===== src/mrfe_pkg.sv =====
`default_nettype none
// ----------------------------------------------------------------------------
// Modbus RTU master frame engine package
// Shared codes, command and status bundles, and the CRC-16 byte update.
// ----------------------------------------------------------------------------
package mrfe_pkg;

    localparam int CFG_IDX_W = 1;

    localparam logic [CFG_IDX_W-1:0] CFG_READ_PARAM  = 1'd0;
    localparam logic [CFG_IDX_W-1:0] CFG_READ_STATUS = 1'd1;

    localparam logic [7:0] READ_PARAM_RESET  = 8'h03;
    localparam logic [7:0] READ_STATUS_RESET = 8'h02;

    localparam logic [1:0] REQ_SEND = 2'd0;
    localparam logic [1:0] REQ_RX   = 2'd1;
    localparam logic [1:0] REQ_END  = 2'd2;

    localparam logic RES_TX     = 1'b0;
    localparam logic RES_REPORT = 1'b1;

    localparam logic [1:0] ST_OK    = 2'd0;
    localparam logic [1:0] ST_SHORT = 2'd1;
    localparam logic [1:0] ST_FUNC  = 2'd2;
    localparam logic [1:0] ST_CRC   = 2'd3;

    localparam logic [7:0]  SLAVE_ADDR = 8'h01;
    localparam logic [15:0] CRC_INIT   = 16'hFFFF;
    localparam logic [15:0] CRC_POLY   = 16'hA001;
    localparam int          MIN_FRAME  = 7;
    localparam int          CRC_BYTES  = 6;
    localparam logic [2:0]  LAST_BEAT  = 3'd7;
    localparam int          TEMP_READS = 6;
    localparam logic [2:0]  TEMP_LAST  = 3'd5;

    typedef struct packed {
        logic clr_en;
        logic take_any;
        logic take_send;
        logic rx_wr;
        logic tx_load;
        logic walk_issue;
        logic chk_save;
        logic copy_issue;
        logic temp_issue;
        logic rep_load;
    } mrfe_cmd_t;

    typedef struct packed {
        logic clr_last;
        logic out_free;
        logic tx_last_beat;
        logic short_frame;
        logic walk_last;
        logic copy_ok;
        logic copy_last;
        logic temp_last;
    } mrfe_sts_t;

    function automatic logic [15:0] crc_feed(input logic [15:0] crc, input logic [7:0] b);
        logic [15:0] c;
        c = crc ^ {8'h00, b};
        for (int k = 0; k < 8; k++) begin
            c = c[0] ? ((c >> 1) ^ CRC_POLY) : (c >> 1);
        end
        return c;
    endfunction

    // Store offsets of the high and low bytes of the three temperatures.
    function automatic logic [3:0] temp_addr(input logic [2:0] idx);
        logic [3:0] a;
        unique case (idx)
            3'd0:    a = 4'd0;
            3'd1:    a = 4'd1;
            3'd2:    a = 4'd4;
            3'd3:    a = 4'd5;
            3'd4:    a = 4'd8;
            3'd5:    a = 4'd9;
            default: a = 4'd0;
        endcase
        return a;
    endfunction

endpackage
`default_nettype wire


===== src/modbus_rtu_master_frame_engine.sv =====
`default_nettype none
// ----------------------------------------------------------------------------
// Modbus RTU master frame engine
// Builds request frames with CRC-16, buffers reply bytes, checks a reply
// and copies a good parameter reply into the parameter store.
// ----------------------------------------------------------------------------
// After reset the engine clears the receive buffer and the parameter store,
// one entry of each per cycle, while s_ready stays low. A received byte is
// written into the receive buffer while it has room, and the engine stays
// ready. A send request is accepted and then gives eight beats, one per cycle
// while the output is taken. A frame end walks the received bytes through the
// single buffer read port, one byte per cycle, copies a good parameter reply
// into the store, reads the six temperature bytes from the store, then gives
// one report beat. A reply shorter than seven bytes skips the walk and goes
// straight to its check.
module modbus_rtu_master_frame_engine #(
    parameter int RX_DEPTH    = 256,
    parameter int STORE_DEPTH = 256
) (
    input  wire logic                          aclk,
    input  wire logic                          aresetn,
    input  wire logic                          cfg_we,
    input  wire logic [mrfe_pkg::CFG_IDX_W-1:0] cfg_index,
    input  wire logic [7:0]                    cfg_data,
    input  wire logic                          s_valid,
    output logic                               s_ready,
    input  wire logic [1:0]                    s_req_type,
    input  wire logic [7:0]                    s_function_code,
    input  wire logic [15:0]                   s_reg_address,
    input  wire logic [15:0]                   s_request_param,
    input  wire logic [7:0]                    s_rx_byte,
    output logic                               m_valid,
    input  wire logic                          m_ready,
    output logic                               m_result_kind,
    output logic [7:0]                         m_tx_byte,
    output logic                               m_tx_last,
    output logic [1:0]                         m_frame_status,
    output logic signed [15:0]                 m_temperature_one,
    output logic signed [15:0]                 m_temperature_two,
    output logic signed [15:0]                 m_temperature_three
);

    import mrfe_pkg::*;

    mrfe_cmd_t cmd;
    mrfe_sts_t sts;

    mrfe_ctrl u_ctrl (
        .aclk      (aclk),
        .aresetn   (aresetn),
        .s_valid   (s_valid),
        .s_req_type(s_req_type),
        .s_ready   (s_ready),
        .sts       (sts),
        .cmd       (cmd)
    );

    mrfe_dp #(
        .RX_DEPTH   (RX_DEPTH),
        .STORE_DEPTH(STORE_DEPTH)
    ) u_dp (
        .aclk               (aclk),
        .aresetn            (aresetn),
        .cfg_we             (cfg_we),
        .cfg_index          (cfg_index),
        .cfg_data           (cfg_data),
        .s_function_code    (s_function_code),
        .s_reg_address      (s_reg_address),
        .s_request_param    (s_request_param),
        .s_rx_byte          (s_rx_byte),
        .cmd                (cmd),
        .sts                (sts),
        .m_valid            (m_valid),
        .m_ready            (m_ready),
        .m_result_kind      (m_result_kind),
        .m_tx_byte          (m_tx_byte),
        .m_tx_last          (m_tx_last),
        .m_frame_status     (m_frame_status),
        .m_temperature_one  (m_temperature_one),
        .m_temperature_two  (m_temperature_two),
        .m_temperature_three(m_temperature_three)
    );

endmodule
`default_nettype wire


===== src/mrfe_ram.sv =====
`default_nettype none
// ----------------------------------------------------------------------------
// Generic single-port-write RAM
// One write port and one read port with registered read data.
// ----------------------------------------------------------------------------
module mrfe_ram #(
    parameter int WIDTH = 8,
    parameter int DEPTH = 256
) (
    input  wire logic                     aclk,
    input  wire logic                     we,
    input  wire logic [$clog2(DEPTH)-1:0] waddr,
    input  wire logic [WIDTH-1:0]         wdata,
    input  wire logic [$clog2(DEPTH)-1:0] raddr,
    output logic      [WIDTH-1:0]         rdata
);

    logic [WIDTH-1:0] mem [DEPTH];

    always_ff @(posedge aclk) begin
        if (we) begin
            mem[waddr] <= wdata;
        end
        rdata <= mem[raddr];
    end

endmodule
`default_nettype wire


===== src/mrfe_ctrl.sv =====
`default_nettype none
// ----------------------------------------------------------------------------
// Frame engine controller
// Sequences the clearing pass, frame transmission, reply check, copy and
// report through commands to the datapath.
// ----------------------------------------------------------------------------
module mrfe_ctrl (
    input  wire logic               aclk,
    input  wire logic               aresetn,
    input  wire logic               s_valid,
    input  wire logic [1:0]         s_req_type,
    output logic                    s_ready,
    input  wire mrfe_pkg::mrfe_sts_t sts,
    output mrfe_pkg::mrfe_cmd_t     cmd
);

    import mrfe_pkg::*;

    localparam logic [3:0] S_CLEAR     = 4'd0;
    localparam logic [3:0] S_IDLE      = 4'd1;
    localparam logic [3:0] S_EMIT      = 4'd2;
    localparam logic [3:0] S_WALK      = 4'd3;
    localparam logic [3:0] S_WALK_WAIT = 4'd4;
    localparam logic [3:0] S_CHECK     = 4'd5;
    localparam logic [3:0] S_COPY      = 4'd6;
    localparam logic [3:0] S_COPY_WAIT = 4'd7;
    localparam logic [3:0] S_TEMP      = 4'd8;
    localparam logic [3:0] S_TEMP_WAIT = 4'd9;
    localparam logic [3:0] S_REPORT    = 4'd10;

    logic [3:0] state_reg;
    logic [3:0] state_next;

    assign s_ready = (state_reg == S_IDLE);

    always_comb begin
        state_next = state_reg;
        cmd        = '0;
        unique case (state_reg)
            S_CLEAR: begin
                cmd.clr_en = 1'b1;
                if (sts.clr_last) begin
                    state_next = S_IDLE;
                end
            end
            S_IDLE: begin
                if (s_valid) begin
                    cmd.take_any = 1'b1;
                    unique case (s_req_type)
                        REQ_SEND: begin
                            cmd.take_send = 1'b1;
                            state_next    = S_EMIT;
                        end
                        REQ_RX: begin
                            cmd.rx_wr = 1'b1;
                        end
                        REQ_END: begin
                            state_next = sts.short_frame ? S_CHECK : S_WALK;
                        end
                        default: begin
                            state_next = S_IDLE;
                        end
                    endcase
                end
            end
            S_EMIT: begin
                if (sts.out_free) begin
                    cmd.tx_load = 1'b1;
                    if (sts.tx_last_beat) begin
                        state_next = S_IDLE;
                    end
                end
            end
            S_WALK: begin
                cmd.walk_issue = 1'b1;
                if (sts.walk_last) begin
                    state_next = S_WALK_WAIT;
                end
            end
            S_WALK_WAIT: begin
                state_next = S_CHECK;
            end
            S_CHECK: begin
                cmd.chk_save = 1'b1;
                state_next   = sts.copy_ok ? S_COPY : S_TEMP;
            end
            S_COPY: begin
                cmd.copy_issue = 1'b1;
                if (sts.copy_last) begin
                    state_next = S_COPY_WAIT;
                end
            end
            S_COPY_WAIT: begin
                state_next = S_TEMP;
            end
            S_TEMP: begin
                cmd.temp_issue = 1'b1;
                if (sts.temp_last) begin
                    state_next = S_TEMP_WAIT;
                end
            end
            S_TEMP_WAIT: begin
                state_next = S_REPORT;
            end
            S_REPORT: begin
                if (sts.out_free) begin
                    cmd.rep_load = 1'b1;
                    state_next   = S_IDLE;
                end
            end
            default: begin
                state_next = S_IDLE;
            end
        endcase
    end

    always_ff @(posedge aclk) begin
        if (!aresetn) begin
            state_reg <= S_CLEAR;
        end else begin
            state_reg <= state_next;
        end
    end

`ifndef ASSERT_OFF
    a_load_free: assert property (@(posedge aclk) disable iff (!aresetn)
        (cmd.tx_load || cmd.rep_load) |-> sts.out_free)
        else $error("result loaded while the output register still holds a beat");

    a_send_busy: assert property (@(posedge aclk) disable iff (!aresetn)
        (s_valid && s_ready && s_req_type == REQ_SEND) |=> !s_ready)
        else $error("input taken again before the request frame was sent");

    a_copy_good: assert property (@(posedge aclk) disable iff (!aresetn)
        (state_reg == S_CHECK && sts.copy_ok) |-> !sts.short_frame)
        else $error("copy started for a short reply");
`endif

endmodule
`default_nettype wire


===== src/mrfe_dp.sv =====
`default_nettype none
// ----------------------------------------------------------------------------
// Frame engine datapath
// Configuration registers, request state, receive buffer and parameter
// store memories, CRC accumulator, copy and read pointers, output register.
// ----------------------------------------------------------------------------
module mrfe_dp #(
    parameter int RX_DEPTH    = 256,
    parameter int STORE_DEPTH = 256
) (
    input  wire logic                          aclk,
    input  wire logic                          aresetn,
    input  wire logic                          cfg_we,
    input  wire logic [mrfe_pkg::CFG_IDX_W-1:0] cfg_index,
    input  wire logic [7:0]                    cfg_data,
    input  wire logic [7:0]                    s_function_code,
    input  wire logic [15:0]                   s_reg_address,
    input  wire logic [15:0]                   s_request_param,
    input  wire logic [7:0]                    s_rx_byte,
    input  wire mrfe_pkg::mrfe_cmd_t           cmd,
    output mrfe_pkg::mrfe_sts_t                sts,
    output logic                               m_valid,
    input  wire logic                          m_ready,
    output logic                               m_result_kind,
    output logic [7:0]                         m_tx_byte,
    output logic                               m_tx_last,
    output logic [1:0]                         m_frame_status,
    output logic signed [15:0]                 m_temperature_one,
    output logic signed [15:0]                 m_temperature_two,
    output logic signed [15:0]                 m_temperature_three
);

    import mrfe_pkg::*;

    localparam int RX_AW     = $clog2(RX_DEPTH);
    localparam int ST_AW     = $clog2(STORE_DEPTH);
    localparam int CNT_W     = $clog2(RX_DEPTH + 1);
    localparam int CLR_DEPTH = (RX_DEPTH > STORE_DEPTH) ? RX_DEPTH : STORE_DEPTH;
    localparam int CLR_AW    = $clog2(CLR_DEPTH);
    localparam int CI_W      = ST_AW;
    localparam int SRC_W     = ((CI_W > RX_AW) ? CI_W : RX_AW) + 2;
    localparam int DST_W     = ((ST_AW > 8) ? ST_AW : 8) + 1;

    logic [7:0]        read_param_reg;
    logic [7:0]        read_status_reg;
    logic [7:0]        pend_fn_reg;
    logic [7:0]        pend_off_reg;
    logic [15:0]       pend_len_reg;
    logic [7:0]        addr_hi_reg;
    logic [CNT_W-1:0]  count_reg;
    logic [CLR_AW-1:0] clr_cnt_reg;

    logic [15:0]       crc_reg;
    logic [2:0]        k_reg;
    logic [CNT_W-1:0]  ptr_reg;
    logic              wv_reg;
    logic [CNT_W-1:0]  widx_reg;
    logic [7:0]        fbyte_reg;
    logic [7:0]        b_prev_reg;
    logic [7:0]        b_last_reg;
    logic [1:0]        stat_reg;
    logic [CI_W-1:0]   ci_reg;
    logic              cv_reg;
    logic [ST_AW-1:0]  cdst_reg;
    logic              czero_reg;
    logic [2:0]        tcnt_reg;
    logic              tv_reg;
    logic [2:0]        tidx_reg;
    logic [7:0]        tb_reg [TEMP_READS];

    logic              m_valid_reg;
    logic              kind_reg;
    logic [7:0]        txb_reg;
    logic              txl_reg;
    logic [1:0]        fst_reg;
    logic [15:0]       t1_reg;
    logic [15:0]       t2_reg;
    logic [15:0]       t3_reg;

    logic [7:0]        tx_cur;
    logic              rx_room;
    logic              clr_rx;
    logic              clr_st;
    logic              func_ok;
    logic              crc_ok;
    logic              short_frame;
    logic [1:0]        code_now;
    logic [SRC_W-1:0]  src;
    logic [DST_W-1:0]  dst;

    logic              buf_we;
    logic [RX_AW-1:0]  buf_waddr;
    logic [7:0]        buf_wdata;
    logic [RX_AW-1:0]  buf_raddr;
    logic [7:0]        buf_rdata;
    logic              st_we;
    logic [ST_AW-1:0]  st_waddr;
    logic [7:0]        st_wdata;
    logic [ST_AW-1:0]  st_raddr;
    logic [7:0]        st_rdata;

    always_comb begin
        case (k_reg)
            3'd0: tx_cur = SLAVE_ADDR;
            3'd1: tx_cur = pend_fn_reg;
            3'd2: tx_cur = addr_hi_reg;
            3'd3: tx_cur = pend_off_reg;
            3'd4: tx_cur = pend_len_reg[15:8];
            3'd5: tx_cur = pend_len_reg[7:0];
            3'd6: tx_cur = crc_reg[7:0];
            3'd7: tx_cur = crc_reg[15:8];
        endcase
    end

    assign rx_room     = (count_reg < CNT_W'(RX_DEPTH));
    assign clr_rx      = ({1'b0, clr_cnt_reg} < (CLR_AW + 1)'(RX_DEPTH));
    assign clr_st      = ({1'b0, clr_cnt_reg} < (CLR_AW + 1)'(STORE_DEPTH));
    assign short_frame = (count_reg < CNT_W'(MIN_FRAME));
    assign func_ok     = (pend_fn_reg == read_param_reg && fbyte_reg == read_param_reg) ||
                         (pend_fn_reg == read_status_reg && fbyte_reg == read_status_reg);
    assign crc_ok      = (b_last_reg == crc_reg[15:8]) && (b_prev_reg == crc_reg[7:0]);

    always_comb begin
        if (short_frame) begin
            code_now = ST_SHORT;
        end else if (!func_ok) begin
            code_now = ST_FUNC;
        end else if (!crc_ok) begin
            code_now = ST_CRC;
        end else begin
            code_now = ST_OK;
        end
    end

    assign src = SRC_W'(ci_reg) + SRC_W'(3);
    assign dst = DST_W'(pend_off_reg) + DST_W'(ci_reg);

    assign sts.clr_last     = (clr_cnt_reg == CLR_AW'(CLR_DEPTH - 1));
    assign sts.out_free     = !m_valid_reg || m_ready;
    assign sts.tx_last_beat = (k_reg == LAST_BEAT);
    assign sts.short_frame  = short_frame;
    assign sts.walk_last    = (ptr_reg == count_reg - CNT_W'(1));
    assign sts.copy_ok      = (code_now == ST_OK) && (pend_fn_reg == read_param_reg) &&
                              (pend_len_reg != 16'd0) &&
                              ((17'(pend_off_reg) + 17'(pend_len_reg)) < 17'(STORE_DEPTH));
    assign sts.copy_last    = (16'(ci_reg) == pend_len_reg - 16'd1);
    assign sts.temp_last    = (tcnt_reg == TEMP_LAST);

    assign buf_we    = (cmd.clr_en && clr_rx) || (cmd.rx_wr && rx_room);
    assign buf_waddr = cmd.clr_en ? clr_cnt_reg[RX_AW-1:0] : count_reg[RX_AW-1:0];
    assign buf_wdata = cmd.clr_en ? 8'h00 : s_rx_byte;
    assign buf_raddr = cmd.copy_issue ? src[RX_AW-1:0] : ptr_reg[RX_AW-1:0];

    assign st_we    = (cmd.clr_en && clr_st) || cv_reg;
    assign st_waddr = cmd.clr_en ? clr_cnt_reg[ST_AW-1:0] : cdst_reg;
    assign st_wdata = (cmd.clr_en || czero_reg) ? 8'h00 : buf_rdata;
    assign st_raddr = ST_AW'(temp_addr(tcnt_reg));

    mrfe_ram #(
        .WIDTH(8),
        .DEPTH(RX_DEPTH)
    ) u_rx_buf (
        .aclk (aclk),
        .we   (buf_we),
        .waddr(buf_waddr),
        .wdata(buf_wdata),
        .raddr(buf_raddr),
        .rdata(buf_rdata)
    );

    mrfe_ram #(
        .WIDTH(8),
        .DEPTH(STORE_DEPTH)
    ) u_store (
        .aclk (aclk),
        .we   (st_we),
        .waddr(st_waddr),
        .wdata(st_wdata),
        .raddr(st_raddr),
        .rdata(st_rdata)
    );

    always_ff @(posedge aclk) begin
        if (!aresetn) begin
            read_param_reg  <= READ_PARAM_RESET;
            read_status_reg <= READ_STATUS_RESET;
        end else if (cfg_we) begin
            unique case (cfg_index)
                CFG_READ_PARAM:  read_param_reg  <= cfg_data;
                CFG_READ_STATUS: read_status_reg <= cfg_data;
                default: begin
                end
            endcase
        end
    end

    always_ff @(posedge aclk) begin
        if (!aresetn) begin
            pend_fn_reg  <= '0;
            pend_off_reg <= '0;
            pend_len_reg <= '0;
            count_reg    <= '0;
            clr_cnt_reg  <= '0;
            wv_reg       <= 1'b0;
            cv_reg       <= 1'b0;
            tv_reg       <= 1'b0;
            m_valid_reg  <= 1'b0;
        end else begin
            wv_reg <= cmd.walk_issue;
            cv_reg <= cmd.copy_issue;
            tv_reg <= cmd.temp_issue;
            if (cmd.clr_en) begin
                clr_cnt_reg <= clr_cnt_reg + CLR_AW'(1);
            end
            if (cmd.take_send) begin
                pend_fn_reg  <= s_function_code;
                pend_off_reg <= s_reg_address[7:0];
                pend_len_reg <= s_request_param;
                count_reg    <= '0;
            end else if (cmd.rx_wr && rx_room) begin
                count_reg <= count_reg + CNT_W'(1);
            end
            if (cmd.tx_load || cmd.rep_load) begin
                m_valid_reg <= 1'b1;
            end else if (m_ready) begin
                m_valid_reg <= 1'b0;
            end
        end
    end

    always_ff @(posedge aclk) begin
        if (cmd.take_any) begin
            crc_reg  <= CRC_INIT;
            k_reg    <= '0;
            ptr_reg  <= '0;
            ci_reg   <= '0;
            tcnt_reg <= '0;
        end else begin
            if (cmd.tx_load) begin
                k_reg <= k_reg + 3'd1;
                if (32'(k_reg) < CRC_BYTES) begin
                    crc_reg <= crc_feed(crc_reg, tx_cur);
                end
            end
            if (wv_reg && ({1'b0, widx_reg} + (CNT_W + 1)'(2)) < {1'b0, count_reg}) begin
                crc_reg <= crc_feed(crc_reg, buf_rdata);
            end
            if (cmd.walk_issue) begin
                ptr_reg <= ptr_reg + CNT_W'(1);
            end
            if (cmd.copy_issue) begin
                ci_reg <= ci_reg + CI_W'(1);
            end
            if (cmd.temp_issue) begin
                tcnt_reg <= tcnt_reg + 3'd1;
            end
        end
        if (cmd.take_send) begin
            addr_hi_reg <= s_reg_address[15:8];
        end
        if (cmd.walk_issue) begin
            widx_reg <= ptr_reg;
        end
        if (wv_reg) begin
            if (widx_reg == CNT_W'(1)) begin
                fbyte_reg <= buf_rdata;
            end
            b_prev_reg <= b_last_reg;
            b_last_reg <= buf_rdata;
        end
        if (cmd.chk_save) begin
            stat_reg <= code_now;
        end
        if (cmd.copy_issue) begin
            cdst_reg  <= dst[ST_AW-1:0];
            czero_reg <= (src >= SRC_W'(RX_DEPTH));
        end
        if (cmd.temp_issue) begin
            tidx_reg <= tcnt_reg;
        end
        if (tv_reg) begin
            tb_reg[tidx_reg] <= st_rdata;
        end
    end

    always_ff @(posedge aclk) begin
        if (cmd.tx_load) begin
            kind_reg <= RES_TX;
            txb_reg  <= tx_cur;
            txl_reg  <= (k_reg == LAST_BEAT);
            fst_reg  <= ST_OK;
            t1_reg   <= '0;
            t2_reg   <= '0;
            t3_reg   <= '0;
        end else if (cmd.rep_load) begin
            kind_reg <= RES_REPORT;
            txb_reg  <= '0;
            txl_reg  <= 1'b0;
            fst_reg  <= stat_reg;
            t1_reg   <= {tb_reg[0], tb_reg[1]};
            t2_reg   <= {tb_reg[2], tb_reg[3]};
            t3_reg   <= {tb_reg[4], tb_reg[5]};
        end
    end

    assign m_valid             = m_valid_reg;
    assign m_result_kind       = kind_reg;
    assign m_tx_byte           = txb_reg;
    assign m_tx_last           = txl_reg;
    assign m_frame_status      = fst_reg;
    assign m_temperature_one   = t1_reg;
    assign m_temperature_two   = t2_reg;
    assign m_temperature_three = t3_reg;

`ifndef ASSERT_OFF
    a_copy_src_room: assert property (@(posedge aclk) disable iff (!aresetn)
        cv_reg |-> !cmd.clr_en)
        else $error("store copy write collides with the clearing pass");

    a_rx_no_overrun: assert property (@(posedge aclk) disable iff (!aresetn)
        (cmd.rx_wr && !rx_room) |=> (count_reg == CNT_W'(RX_DEPTH)))
        else $error("receive count moved past the buffer depth");

    a_beat_last: assert property (@(posedge aclk) disable iff (!aresetn)
        (m_valid && m_tx_last) |-> (m_result_kind == RES_TX))
        else $error("last-byte flag set on a report beat");
`endif

endmodule
`default_nettype wire


===== config.mk =====
export PLATFORM = sky130hd
export DESIGN_NAME = modbus_rtu_master_frame_engine
export DESIGN_NICKNAME = d
export VERILOG_FILES = /design/src/mrfe_pkg.sv /design/src/modbus_rtu_master_frame_engine.sv /design/src/mrfe_ram.sv /design/src/mrfe_ctrl.sv /design/src/mrfe_dp.sv
export SDC_FILE = /design/constraint.sdc
export NUM_CORES = 2
export LEC_CHECK = 0
export BUFFER_PORTS_ARGS = -buffer_cell sky130_fd_sc_hd__buf_2
export CORE_MARGIN = 8
export CORE_UTILIZATION = 34
export DETAILED_ROUTE_END_ITERATION = 10
export PLACE_DENSITY_LB_ADDON = 0.1
export SLEW_MARGIN = 20
export SYNTH_ARGS = -nofsm -noshare
export SYNTH_HDL_FRONTEND = slang
export SYNTH_MEMORY_MAX_BITS = 65536
export SYNTH_SLANG_ARGS = --single-unit

===== constraint.sdc =====
create_clock -name aclk -period 7.18 [get_ports aclk]
set_input_delay 1.436 -clock aclk [delete_from_list [all_inputs] [get_ports aclk]]
set_output_delay 1.436 -clock aclk [all_outputs]
set_load 0.01 [all_outputs]

== After elaboration in Yosys (flattened, before gate mapping) ==
Memory sizes are Yosys's and may differ from the RTL's. A register that Yosys moved wholly into a read port is not among the register bits.
Cells that the tools add are included.

* Add/sub/neg operators: 12
* Magnitude comparators: 6
* Equality and inequality tests: 43
* Muxes and demuxes: 65
* Bitwise gates (word level): 20
* Reduce and logical (&&, ||, !) cells: 30

{| class="wikitable"
|+ Operators by type and width
! cell !! number
|-
| 16-bit 2-to-1 mux || 19
|-
| 8-bit case mux with 8 select lines || 1
|-
| 8-bit 2-to-1 mux || 7
|-
| 8-bit == test || 6
|-
| 2-bit NOT with 3-bit output || 16
|-
| 4-bit case mux with 11 select lines || 1
|-
| 4-bit 2-to-1 mux || 9
|-
| 16-bit by 8-bit bitwise XOR with 16-bit output || 2
|-
| 1-bit 2-to-1 mux || 20
|-
| 4-bit case mux with 5 select lines || 1
|-
| 9-bit by 1-bit adder with 9-bit output (second input constant) || 2
|-
| 3-bit == test (second input constant) || 6
|-
| 2-bit != test (second input constant) || 9
|-
| 8-bit by 16-bit adder with 17-bit output || 1
|-
| 17-bit by 9-bit < comparator with 1-bit output (second input constant) || 1
|-
| 8-bit by 1-bit adder with 8-bit output (second input constant) || 2
|-
| 4-bit by 3-bit == test with 1-bit output (second input constant) || 4
|-
| 8-bit by 16-bit == test with 1-bit output || 1
|-
| 16-bit nonzero test || 1
|-
| 16-bit by 1-bit subtractor with 16-bit output (second input constant) || 1
|-
| 3-bit by 2-bit == test with 1-bit output (second input constant) || 4
|-
| 4-bit == test (second input constant) || 3
|-
| 4-bit case mux with 3 select lines || 1
|-
| 9-bit by 2-bit adder with 10-bit output (second input constant) || 1
|-
| other kinds (30) || 57
|}

* Bits in registers: 179
* RAM bits: 4,144
* Input port bits: 64
* Word-level logic and storage cells: 209
* Memories kept: 3

{| class="wikitable"
|+ Memories
! memory !! depth !! bits a word !! rd ports !! clocked after memory_dff !! write ports !! line !! text
|-
| u_dp.u_rx_buf.mem || 256 || 8 || 1 || 1 || 1 || mrfe_ram.sv:18 || <nowiki>logic [WIDTH-1:0] mem [DEPTH];</nowiki>
|-
| u_dp.u_store.mem || 256 || 8 || 1 || 1 || 1 || mrfe_ram.sv:18 ||
|-
| u_dp.tb_reg || 6 || 8 || 6 || 6 || 1 || mrfe_dp.sv:69 || <nowiki>logic [7:0] tb_reg [TEMP_READS];</nowiki>
|}

== Longest topological paths before layout ==
* Depth in word-level cells: 22
* Depth in mapped cells: 14

== Cells and area by module ==
Synthesis repeated with hierarchy kept, for this count alone.

* Cells, all modules: 8,746
* Area, all modules: 172,439.1 µm²

{| class="wikitable"
|+ Modules (own cells, without submodules)
! module !! times used !! cells an instance !! area each (µm²) !! seq. area each (µm²)
|-
| mrfe_ram || 2 || 3,733 || 79,556.3 || 61,659.1
|-
| mrfe_dp || 1 || 1,216 || 12,887.4 || 6,546.3
|-
| mrfe_ctrl || 1 || 64 || 439.2 || 80.1
|}

== Least setup slack after synthesis ==
No wires, ideal clock.

* Path kind: input-to-reg
* From: input s_rx_byte[0]
* To: memory u_dp.u_rx_buf.mem[0][0] (data pin)
* Setup time: 0.869 ns
* Data arrival time: 4.680 ns
* Required time: 6.311 ns
* Slack: 1.630 ns
* Stages on the path: 1
* Buffers on the path: 0
* Cell sequence: and2_1

* Cells in the longest elaborated chain, start to end: 1

{| class="wikitable"
|+ RTL lines
! element !! line !! text
|-
| start: declaration || modbus_rtu_master_frame_engine.sv:31 || <nowiki>input wire logic [7:0] s_rx_byte,</nowiki>
|-
| 8-bit 2-to-1 mux || mrfe_dp.sv:151 || <nowiki>assign buf_wdata = cmd.clr_en ? 8'h00 : s_rx_byte;</nowiki>
|-
| end: declaration || mrfe_ram.sv:18 ||
|}

Every way passes these cells.

== Worst setup path after layout ==
* From: register u_ctrl.state_reg[3]
* To: register u_dp.u_rx_buf.rdata[2] (read register of u_dp.u_rx_buf.mem)

* Cells in the longest elaborated chain, start to end: 3

{| class="wikitable"
|+ RTL lines
! element !! line !! text
|-
| start: declaration || mrfe_ctrl.sv:31 || <nowiki>logic [3:0] state_reg;</nowiki>
|-
| start signal: assignment || mrfe_ctrl.sv:121 || <nowiki>state_reg <= state_next;</nowiki>
|-
| 4-bit by 3-bit == test with 1-bit output || mrfe_ctrl.sv:39 || <nowiki>unique case (state_reg)</nowiki>
|-
| 1-bit 2-to-1 mux || mrfe_ctrl.sv:39 ||
|-
| 8-bit 2-to-1 mux || mrfe_dp.sv:152 || <nowiki>assign buf_raddr = cmd.copy_issue ? src[RX_AW-1:0] : ptr_reg[RX_AW-1:0];</nowiki>
|-
| end: declaration || mrfe_ram.sv:15 || <nowiki>output logic [WIDTH-1:0] rdata</nowiki>
|}

Every way passes these cells.
A chain may end at the register's enable or synchronous reset.

==> parameters.txt <==
Parameter                              Value

Detailed routing
  Post-route ant nets ... 0
  Via Count ... 47900
  Via/cell ratio ... 5.14
  WL per Instance ... 28.4 um
  Total wire length ... 265000 um
  First-pass iteration count of the detailed router ... 5
  Residual DRC count ... 0
  Number of DRC violations after detailed-routing iteration 0 ... 4134

GRT
  Congestion Overflow GR ... 0
  Vias in the first global route ... 49700
  Maximum number of pins on one net before global-route repair ... 152
  Global-route usage over all layers ... 17.3%
  Global-route wire length before repair ... 380000 um
  Antenna violations before repair ... 14

Clocking
  Clock tree from TritonCTS ... done
  Clock transition at the register clock pins on the worst setup and hold paths after CTS ... 60 ps
  Resized cells post-CTS ... 0
  Total clock buffers created by CTS ... 274
  Post CTS Setup Buffer Count ... 0
  Worst-skew pair later-pin latency ... 900 ps
  Max H-tree Level ... 5
  TritonCTS sink count ... 2403
  Deepest clock path buffer count ... 4
  Post-CTS Hold Buffers ... 0
  Clock root buffer ... sky130_fd_sc_hd__clkbuf_16

Power and ir drop
  Design Power ... 41.2 mW
  Power per unit of standard cell area ... 374 nW/um^2
  Leakage power ... 37.5 nW
  IR drop worst, VDD ... 0.000243 V

Logic synthesis
  Count of synthesis-stage warnings from yosys ... 0
  Largest area contributor in the synthesized netlist ... sky130_fd_sc_hd__edfxtp_1
  Ranking of synthesized cells by instance count ... sky130_fd_sc_hd__edfxtp_1, sky130_fd_sc_hd__mux2i_1, sky130_fd_sc_hd__mux4_2, sky130_fd_sc_hd__nor2_1, sky130_fd_sc_hd__nand2_1
  Number of synthesized flops with an enable pin ... 2224
  Synth top area cells ... sky130_fd_sc_hd__edfxtp_1, sky130_fd_sc_hd__mux4_2, sky130_fd_sc_hd__mux2i_1
  Count of mapped cells out of synthesis ... 5153
  Yosys top cell area share ... 69.5%
  Sequential fraction of the synthesis area ... 73.3%
  Total of flip-flops plus latches after synthesis ... 2403
  Most common flop cell mapped by yosys ... sky130_fd_sc_hd__edfxtp_1
  Post-Syn Area ... 96000 um^2
  Number of distinct standard cells referenced by the synthesized netlist ... 74
  Mapped Avg Cell Area ... 18.6 um^2
  Fraction of registers with async set/reset ... 0%
  Most frequent cell after synthesis ... sky130_fd_sc_hd__edfxtp_1
  Post-Syn Nets ... 5259

Timing
  RSZ-0062 raised after global routing ... no
  Slew margin rel. ... 22.9%
  Max Transition Viols Final ... 0
  Total of endpoints with negative setup slack in the final report ... 0
  Max Clock Skew ... 39.2 ps
  Setup tns final ... 0 ps
  Shortest period the worst path allows ... 5380 ps
  Slew at the pin with the worst max-slew slack ... 1150 ps
  Setup ws final ... 1800 ps
  F_max ... 0.186 GHz
  Hold Violations, Final ... 0
  Final worst path period share ... 74.9%

Place
  Routability-driven placement congestion ratio ... 0.763
  Post-Place Cells ... 8832
  Total of buffers placed on input and output ports ... 125
  HPWL reported at the end of detailed placement ... 157000 um
  Setup Slack @ Placement ... 1650 ps

Cells and area
  Post-route insts no fill ... 9327
  Number of flip-flops under the largest register name ... 2048
  Fillers ... 25500
  Final Net Count ... 5472
  Area added between synthesis and finish ... 14.6%
  Share of layout cells above drive strength 1 ... 21.3%

Setup path
  Crit-path max cell delay ... 700 ps
  Worst path top cell family by delay ... multiplexers
  Highest-delay cell along the critical path ... sky130_fd_sc_hd__buf_4
  Critical path data required time ... 7910 ps
  Cell occurring most often along the worst timing path ... sky130_fd_sc_hd__mux2i_1
  Largest fanout on the critical path ... 34
  Worst-path cell chain ... nand4bb_1 > buf_4 > nor2_1 > a21oi_4 > buf_4 > buf_4 > buf_4 > mux4_2 > mux2i_1 > mux2i_1 > mux2i_1 > mux2i_1 > mux2i_1 > mux2i_1
  CP startpoint kind ... flip-flop
  Critical path class ... flip-flop to flip-flop
  Worst path arrival time ... 6110 ps
  Worst setup EP type ... flip-flop
  Buf/Inv on CP ... 4

Run status
  Outcome ... finished, final reports clean

Floorplan
  Die Footprint ... 300000 um^2
  Standard-cell row count ... 195
  Die height ... 547 um
  Initial Utilization ... 34.1%
  Core area ... 282000 um^2
  Number of primary I/O pins ... 126
  Die outline width ... 547 um

Hold path
  Worst hold path type ... flip-flop to flip-flop

Run
  # Max-Cap Violations ... 0
routing by layer:
metal	global-route usage, %	share of wire [%]	up-vias
li1	-	-	21000
met1	25.6	47	25400
met2	27.0	46	1231
met3	2.80	5.2	288
met4	3.63	1.7	2
met5	0	0.0041	-
layout make-up:
cell class                      count  area (um^2)  share of cell area [%]
Timing Repair Buffer              232         1690                    1.54
Clock inverter                    145         1290                    1.18
Multi-Input combinational cell   2420        24600                    22.3
Tap cell                         3743         4680                    4.25
Clock buffer                      344         7330                    6.66
Inverter                           35          131                   0.119
Sequential cell                  2403        70400                    63.9
Antenna cell                        5         12.5                  0.0114
worst paths after layout:
kind | depth (start not counted) | start | slack (ps) | to
max | 14 | u_ctrl.state_reg[3] | 1800 | u_dp.u_rx_buf.rdata[2]
min | 2 | m_temperature_three[9] | 450 | m_temperature_three[9]
max reg2reg | 14 | u_ctrl.state_reg[3] | 1800 | u_dp.u_rx_buf.rdata[2]
min reg2reg | 2 | m_temperature_three[9] | 450 | m_temperature_three[9]
report_power, final:
| part | switching (mW) | total [mW] | internal, mW |
|---|---|---|---|
| Clock | 5.72 | 13.6 | 7.89 |
| Combinational | 6.56 | 11.4 | 4.82 |
| Sequential | 0.531 | 16.2 | 15.7 |
| Total | 12.8 | 41.2 | 28.4 |
tightest hold or removal path, cell delays in order (launching register included):
cell and delay [ps]:
sky130_fd_sc_hd__dfxtp_1 300, sky130_fd_sc_hd__nand2_1 50, sky130_fd_sc_hd__a21oi_1 50
placed cells by master (no fill, tap or decap), types with 27 or more instances in the layout:
master / netlist / routed
sky130_fd_sc_hd__xor2_1: 53 / 53
sky130_fd_sc_hd__clkbuf_1: 166 / 58
sky130_fd_sc_hd__o21ai_0: 31 / 29
sky130_fd_sc_hd__nand3_1: 29 / 28
sky130_fd_sc_hd__nor3_1: 32 / 29
sky130_fd_sc_hd__nor2_1: 369 / 360
sky130_fd_sc_hd__inv_1: 34 / 34
sky130_fd_sc_hd__clkinv_1: 0 / 51
sky130_fd_sc_hd__mux2i_1: 517 / 517
sky130_fd_sc_hd__mux4_2: 512 / 512
sky130_fd_sc_hd__a21oi_1: 150 / 145
sky130_fd_sc_hd__clkinv_2: 0 / 45
sky130_fd_sc_hd__nand2_1: 309 / 293
sky130_fd_sc_hd__dfxtp_1: 179 / 179
sky130_fd_sc_hd__ha_1: 41 / 41
sky130_fd_sc_hd__xnor2_1: 81 / 81
sky130_fd_sc_hd__buf_2: 58 / 125
sky130_fd_sc_hd__clkbuf_16: 0 / 282
sky130_fd_sc_hd__buf_4: 1 / 86
sky130_fd_sc_hd__edfxtp_1: 2224 / 2224
sky130_fd_sc_hd__a31oi_1: 27 / 27
kinds of logic (layout without fill, tap and decap cells):
logic type | after synthesis | count (layout) | synth area share, %
xor+xnor | 137 | 137 | 1.29
buf+inv | 330 | 756 | 1.39
mux | 1033 | 1033 | 17.4
other cells | 0 | 5 | 0
simple gates | 877 | 877 | 3.91
compound gates | 331 | 331 | 2.14
fa+ha+maj | 42 | 42 | 0.555
flops | 2403 | 2403 | 73.3
through the flow:
| stage | hold WS, ps | cell area [um^2] | util [%] |
|---|---|---|---|
| 6_report | 448 | 110000 | 39.1 |
| 5_1_grt | 466 | 110000 | 39.1 |
| 4_1_cts | 452 | 110000 | 39.1 |
| 3_5_place_dp | 444 | 101000 | 36.0 |
| 3_3_place_gp | 441 | 101000 | 36.0 |
| 2_1_floorplan | 406 | 96000 | - |
No activity file was read; power rests on OpenSTA's default activity.
